--- config.mk ---
export PLATFORM = sky130hd
export DESIGN_NAME = phle_divider
export DESIGN_NICKNAME = d
export VERILOG_FILES = /design/src/rtl/phle_pkg.sv /design/src/rtl/phle_divider.sv
export SDC_FILE = /design/constraint.sdc
export NUM_CORES = 1
export LEC_CHECK = 0
export BUFFER_PORTS_ARGS = -buffer_cell sky130_fd_sc_hd__buf_2
export CORE_AREA = 2 2 91 93
export CTS_CLUSTER_DIAMETER = 200
export CTS_CLUSTER_SIZE = 16
export DETAILED_ROUTE_END_ITERATION = 10
export DIE_AREA = 0 0 93 95
export GPL_TIMING_DRIVEN = 1
export PLACE_DENSITY = 0.71
export SLEW_MARGIN = 20
export SYNTH_ARGS = -nofsm -noshare
export SYNTH_HDL_FRONTEND = slang
export SYNTH_SLANG_ARGS = --single-unit
--- constraint.sdc ---
create_clock -name clock -period 4.41 [get_ports clock]
set_clock_uncertainty 0.15 [all_clocks]
set_input_delay 0.882 -clock clock [delete_from_list [all_inputs] [get_ports clock]]
set_output_delay 0.882 -clock clock [all_outputs]
set_load 0.03 [all_outputs]
--- src/rtl/phle_pkg.sv ---
// Shared constants, widths and state type for the pulse-height charge estimator.
package phle_pkg;

   localparam int BINS        = 256;
   localparam int COUNT_WIDTH = 8;

   localparam int FIELD_W = 8;                    // charge_index / adc_code field width
   localparam int IDX_W   = $clog2(BINS);
   localparam int ADDR_W  = 2 * IDX_W;            // {charge row, adc column}
   localparam int CNT_W   = COUNT_WIDTH;
   localparam int TOT_W   = IDX_W + CNT_W;        // column total
   localparam int WSUM_W  = 2 * IDX_W + CNT_W;    // sum of index * count
   localparam int ISUM_W  = 2 * IDX_W;            // sum of tied indices
   localparam int TIE_W   = IDX_W + 1;            // number of tied indices
   localparam int FRAC_W  = 8;                    // Q8.8 fraction bits
   localparam int NUM_W   = WSUM_W + FRAC_W;
   localparam int DEN_W   = TOT_W;
   localparam int EST_W   = 16;

   localparam logic KIND_FILL  = 1'b0;
   localparam logic KIND_QUERY = 1'b1;

   localparam logic MODE_MEAN = 1'b0;
   localparam logic MODE_PEAK = 1'b1;

   typedef enum logic [2:0] {
      ST_CLEAR,
      ST_IDLE,
      ST_FILL_RD,
      ST_FILL_WR,
      ST_SCAN,
      ST_SCAN_TIE,
      ST_DIV,
      ST_FINISH
   } state_type;

   function automatic logic in_range(input logic [FIELD_W-1:0] v);
      return (32'(v) < BINS);
   endfunction

endpackage

--- src/rtl/phle_divider.sv ---
// Restoring divider, one quotient bit per cycle, shared by both estimate modes.
module phle_divider
   import phle_pkg::*;
(
   input  logic             clock,
   input  logic             reset,
   input  logic             start,
   input  logic [NUM_W-1:0] num,
   input  logic [DEN_W-1:0] den,
   output logic             done,
   output logic [NUM_W-1:0] quotient
);

   localparam int STEP_W = $clog2(NUM_W + 1);

   logic              busy_ff, busy_in;
   logic              done_ff, done_in;
   logic [STEP_W-1:0] step_ff, step_in;
   logic [NUM_W-1:0]  quo_ff, quo_in;        // dividend shifts out, quotient shifts in
   logic [DEN_W-1:0]  den_ff, den_in;
   logic [DEN_W-1:0]  rem_ff, rem_in;        // remainder stays below the divisor
   logic [DEN_W:0]    trial;

   always_comb begin
      busy_in = busy_ff;
      done_in = 1'b0;
      step_in = step_ff;
      quo_in  = quo_ff;
      den_in  = den_ff;
      rem_in  = rem_ff;
      trial   = {rem_ff, quo_ff[NUM_W-1]};
      if (start) begin
         busy_in = 1'b1;
         step_in = '0;
         quo_in  = num;
         den_in  = den;
         rem_in  = '0;
      end else if (busy_ff) begin
         if (trial >= {1'b0, den_ff}) begin
            rem_in = DEN_W'(trial - {1'b0, den_ff});
            quo_in = {quo_ff[NUM_W-2:0], 1'b1};
         end else begin
            rem_in = trial[DEN_W-1:0];
            quo_in = {quo_ff[NUM_W-2:0], 1'b0};
         end
         step_in = step_ff + 1'b1;
         if (step_ff == STEP_W'(NUM_W - 1)) begin
            busy_in = 1'b0;
            done_in = 1'b1;
         end
      end
   end

   always_ff @(posedge clock) begin
      if (reset) begin
         busy_ff <= 1'b0;
         done_ff <= 1'b0;
         step_ff <= '0;
      end else begin
         busy_ff <= busy_in;
         done_ff <= done_in;
         step_ff <= step_in;
      end
      quo_ff <= quo_in;
      den_ff <= den_in;
      rem_ff <= rem_in;
   end

   assign done     = done_ff;
   assign quotient = quo_ff;

endmodule

# Yosys cells after proc, flatten, opt, wreduce, memory -nomap -nowiden
# Index checks and enable logic that the tools add are counted.
dict set report word_totals {
  in_bits 51
  out_inout_bits 33
  ff_bits 72
  wordCells 22
}
dict set report classes {
  magnitude_cmp 1
  eq_ne 1
  n_bitwise 1
  mux 8
  reduce_logical 3
  n_addsub 2
}
# cell count
set ops {}
lappend ops {{32-bit two-way mux} 2}
lappend ops {{17-bit by 16-bit >= comparator with 1-bit output} 1}
lappend ops {{16-bit two-way mux} 1}
lappend ops {{16-bit subtractor} 1}
lappend ops {{6-bit by 1-bit adder with 6-bit output, second input constant} 1}
lappend ops {{6-bit by 5-bit equality test with 1-bit output, second input constant} 1}
lappend ops {{1-bit two-way mux} 5}
lappend ops {{3-bit OR reduction} 1}
lappend ops {{2-bit nonzero test} 1}
lappend ops {{2-bit OR reduction} 1}
lappend ops {{1-bit NOT} 1}

# Longest topological paths before layout
dict set report logic_depth {
  word_depth 4
  depth_mapped 10
  ltp_nobuf 9
}

# Worst setup path before layout
# OpenSTA, ideal clock, no wires.
dict set report synth_path {
  kind {register -> register}
  from {register quo_ff[31] (netlist: quotient[31])}
  to {register rem_ff[12]}
  arrival_ns 2.310
  path_buffers 0
  required_ns 4.191
  synth_period_minus_slack_ns 2.528
  path_stages_with_launch 10
  setup_slack_ns 1.882
  setup_time_ns 0.069
  cell_sequence {edfxtp_1 > inv_1 > ha_1 > fa_1 > nor2b_1 > o31a_1 > o31a_1 > or4_1 > a31o_1 > o21ai_1}
}
dict set report synth_between {
  elab_chain_cells 2
  word_cells_on_any_way 3
  cone_classes {add/sub: 1; order compare: 1; mux: 1}
}
# item line
set synth_rtl {}
lappend synth_rtl {{from (decl)} phle_divider.sv:19} ;# logic [NUM_W-1:0] quo_ff, quo_in;
lappend synth_rtl {{from (signal assigned)} phle_divider.sv:64} ;# quo_ff <= quo_in;
lappend synth_rtl {{16-bit subtractor or 17-bit by 16-bit >= comparator with 1-bit output (tied branches)} {phle_divider.sv:40, phle_divider.sv:39}}
lappend synth_rtl {{16-bit two-way mux *} phle_divider.sv:39} ;# if (trial >= {1'b0, den_ff}) begin
lappend synth_rtl {{to (signal assigned)} phle_divider.sv:66} ;# rem_ff <= rem_in;
lappend synth_rtl {{to (decl)} phle_divider.sv:21} ;# logic [DEN_W-1:0] rem_ff, rem_in;
# Mark *: on every way between the ends. The rest lies on a longest branch, timed or not.
# A chain may end at the register's enable or synchronous reset.

# Worst setup path after layout
dict set report layout_path {
  from {register den_ff[6]}
  to {register rem_ff[0]}
}
dict set report layout_between {
  elab_chain_cells 2
}
# item line
set layout_rtl {}
lappend layout_rtl {{from (decl)} phle_divider.sv:20} ;# logic [DEN_W-1:0] den_ff, den_in;
lappend layout_rtl {{from (signal assigned)} phle_divider.sv:65} ;# den_ff <= den_in;
lappend layout_rtl {{17-bit by 16-bit >= comparator with 1-bit output} phle_divider.sv:39}
lappend layout_rtl {{16-bit two-way mux} phle_divider.sv:39}
# Every way passes these cells.

==> run summary <==
The flow ran to the end, and the final reports show no timing, DRC or antenna violations. The number of gates resized after CTS was 0. TritonCTS built the clock tree. In this run the tightest slew margin relative to its limit is 62.0%. Port buffering added 83 buffers.

The path class of the tightest hold or removal check is reg2reg. In this run the static leakage power is 1.94 nW. In the final layout, the share of cells above drive strength 1 is 27.6%.

From synthesis to final layout, the design area changed by 19.2%. The tools report the clock sink total as 72. The synthesized design contains 72 register bits. By instance count, the leading cell after synthesis is sky130_fd_sc_hd__edfxtp_1.

The final-layout setup total negative slack came out at 0 ns. After synthesis the cells add up to 0.00381 sq mm. The worst vdd rail ir drop was 0.298 mV; the number of remaining DRC errors was 0. Once layout is complete, the cells apart from fillers number 532.

The synthesis warning total was 0. Among all flip-flop cells after synthesis, the most frequent one is sky130_fd_sc_hd__edfxtp_1. The worst register-to-register path ends at rem_ff[0]. Once the floorplan was initialized, standard cells occupied 48.0% of the core. In this run the most critical hold path is launched from step_ff[5]. The number of enable flip-flop cells after synthesis was 48; the post-layout utilization of the core was 57.2%. The cell type with the largest total area after synthesis is sky130_fd_sc_hd__edfxtp_1. Final-layout worst hold slack: 0.315 ns.

The detail route stage leaves a number of antenna-violating nets equal to 0. The first global-routing pass estimated 13200 um of wire. By area the synthesized netlist is led by sky130_fd_sc_hd__edfxtp_1, sky130_fd_sc_hd__dfxtp_1, sky130_fd_sc_hd__mux2_1.

Derived from the worst setup path, the maximum achievable clock frequency is 369 MHz. The run gives 56 as the number of distinct library cell variants in the gate-level netlist after synthesis. The max-slew violation count is 0, and the row count is 33. The internal reg-to-reg setup slack came out at 1.70 ns.

Once detailed placement completed, the half-perimeter wirelength came to 5810 um. The critical path's largest stage delay was 0.42 ns; the total grt overflow was 0. Setup repair after global routing left no endpoint under its margin. The average size of a mapped cell was 11.3 sq um.

The end of the worst hold path was done. After the first detailed-routing iteration, the DRC count stood at 166. The tools report the number of standard cells after synthesis as 337.

The number of endpoints with negative hold slack in the final report is 0, and the hold path depth is 1. The startpoint of the worst register-to-register path is den_ff[6]. In the routed layout, each cell is associated on average with a via count of 5.49. The first TritonRoute pass finished after 4 iterations. For the worst setup path, the data required time is 4.53 ns. The run gives 2843 as the number of global-route vias before repair.

The final layout contains 491 nets. The tools report the nature of the critical path endpoint as a register. The depth of the worst register-to-register path works out to 8. In the finished design, the share of the clock period the worst path needs comes to 61.5%. Buffer cell driving the clock tree root: sky130_fd_sc_hd__clkbuf_8. Counting every net in the synthesized netlist gives 406.

The share of synthesized registers carrying an async set or reset was 0%. The number of antenna diodes in the final layout is 0. The tool flagged a number of max-cap violations equal to 0. Data arrives at the worst endpoint at 2.83 ns.

After clock tree synthesis, the clock-pin slew on the worst setup and hold paths is 0.08 ns. The floorplan step set the die width to 93 um. The number of cells in the design after placement was 516. After detailed routing, the total wire length is 8040 um.

Buffers inserted during clock tree synthesis total 9. In the synthesized netlist, the cells that appear most often are sky130_fd_sc_hd__edfxtp_1, sky130_fd_sc_hd__dfxtp_1, sky130_fd_sc_hd__nor2_1. The sequential cell area fraction in the yosys report was 50.5%; the final setup violation count was 0. Number of buffers inserted for hold repair after clock tree synthesis: 0. The die covers 0.00884 sq mm.

The floorplan step defined a core boundary enclosing 0.00793 sq mm. Routability-driven placement finished with a final weighted congestion of 0.815. The critical path goes through inv_1, ha_1, a21oi_1, o21ai_1, a311oi_2, a31o_2, mux2_1, a211oi_1. The tools report the maximum level of the CTS H-tree as 3. The later-pin clock latency in the skew report is 0.35 ns, and the overall via count from detail_route is 2922. The overall routing resource usage is 19.2%, and the actual slew at the worst max-slew pin is 0.565 ns. The worst setup path is launched from a register. The tools report the initial antenna violation count as 0.

Entering global routing, the biggest net connects 46 pins. The proportion of netlist area held by the largest area contributor came out at 37.9%. The clock period could shrink to 2.71 ns. The slowest cell on the critical path is sky130_fd_sc_hd__a31o_2. The count of buffer and inverter cells on the critical path works out to 1.

The highest fanout seen on the critical path is 12. Broken down by cell family, the worst path's largest delay share belongs to compound AO/OA/AOI/OAI gates. The vertical extent of the die was 95 um; the routed length per instance was 15.1 um. The total power divided by cell area came out at 371 mW/mm^2. The number of setup buffers added after CTS is 0. The clock passes through at most 2 buffers. Pin placement for this block handled 84 I/O pins. The category of the most critical setup path was reg2reg. In this run the worst setup path begins at den_ff[6].
-- cell type report --
type	count	area, sq um
Timing Repair Buffer	87	458
Fill cell	691	3390
Clock inverter	7	77.6
Sequential cell	72	1920
Inverter	23	86.3
Tap cell	105	131
Clock buffer	9	124
Multi-Input combinational cell	229	1740
-- cells in the final DEF (no fill, tap or decap), drive strengths merged, types with 3 or more instances in the layout --
cell | Yosys | final
a21oi | 15 | 15
a32oi | 4 | 4
and3 | 5 | 5
clkbuf | 9 | 9
a211oi | 4 | 4
o21a | 3 | 3
or3 | 3 | 3
nand4 | 3 | 3
buf | 4 | 87
mux2 | 33 | 33
nor3 | 5 | 5
mux2i | 6 | 6
edfxtp | 48 | 48
dfxtp | 24 | 24
nor4 | 4 | 4
a21o | 3 | 3
nand2b | 4 | 4
inv | 23 | 26
xor2 | 4 | 4
a211o | 4 | 4
a31oi | 4 | 4
a311oi | 6 | 6
nor2 | 24 | 24
o211a | 4 | 4
nand2 | 18 | 18
nand3 | 3 | 3
ha | 17 | 17
xnor2 | 5 | 5
o21ai | 21 | 21
-- how the worst max path moves through the flow --
stage            endpoint  slack (ns)  depth (start not counted)
4_1_cts         rem_ff[0]        1.70                          8
3_5_place_dp    rem_ff[0]        1.72                          8
3_3_place_gp    rem_ff[0]        1.82                          8
6_report        rem_ff[0]        1.70                          8
2_1_floorplan  rem_ff[12]        1.88                          9
5_1_grt         rem_ff[0]        1.52                          8
-- report_power, final --
part           internal (W)  total (W)  switching [W]
clock              0.000267   0.000533       0.000266
sequential         0.000781   0.000807      0.0000257
combinational      0.000133   0.000343       0.000210
total               0.00118    0.00168       0.000502
-- registers in the layout (all words and copies together) (netlist names) --
signal    count
quotient     32
den_ff       16
step_ff       6
busy_ff       1
done          1
rem_ff       16
-- per-layer routing --
layer | part of all wire, % | wire length, um | vias to the layer above | GRT usage [%]
met3 | 7.9 | 636 | 16 | 6.70
met1 | 44 | 3580 | 1346 | 23.8
met5 | 0 | 0 | - | 0
met2 | 46 | 3670 | 114 | 30.7
li1 | - | - | 1446 | -
met4 | 2.0 | 159 | 0 | 7.84
-- kinds of logic (layout without fill, tap and decap cells) --
| kind of cell | after synthesis | after routing | synth area share (%) |
|---|---|---|---|
| compound gates | 84 | 84 | 16.0 |
| simple gates | 79 | 79 | 10.2 |
| flops | 72 | 72 | 50.5 |
| mux | 39 | 39 | 11.3 |
| buf+inv | 36 | 126 | 3.81 |
| fa+ha+maj | 18 | 18 | 6.11 |
| xor+xnor | 9 | 9 | 2.07 |
-- metrics by stage --
| step | worst slack, ns | total power [W] | instance area (sq um) |
|---|---|---|---|
| floorplan | 1.88 | 0.00106 | 3810 |
| global placement | 1.82 | 0.00116 | 4340 |
| detailed placement | 1.72 | 0.00116 | 4340 |
| CTS | 1.70 | 0.00170 | 4540 |
| global route | 1.52 | 0.00176 | 4540 |
| finish | 1.70 | 0.00168 | 4540 |
-- worst reg2reg max path: stages (launching register included) --
cell,delay (ns)
sky130_fd_sc_hd__edfxtp_1,0.34
sky130_fd_sc_hd__inv_1,0.04
sky130_fd_sc_hd__ha_1,0.37
sky130_fd_sc_hd__a21oi_1,0.25
sky130_fd_sc_hd__o21ai_1,0.11
sky130_fd_sc_hd__a311oi_2,0.39
sky130_fd_sc_hd__a31o_2,0.42
sky130_fd_sc_hd__mux2_1,0.36
sky130_fd_sc_hd__a211oi_1,0.21
Power figures use the tool's default switching activity.
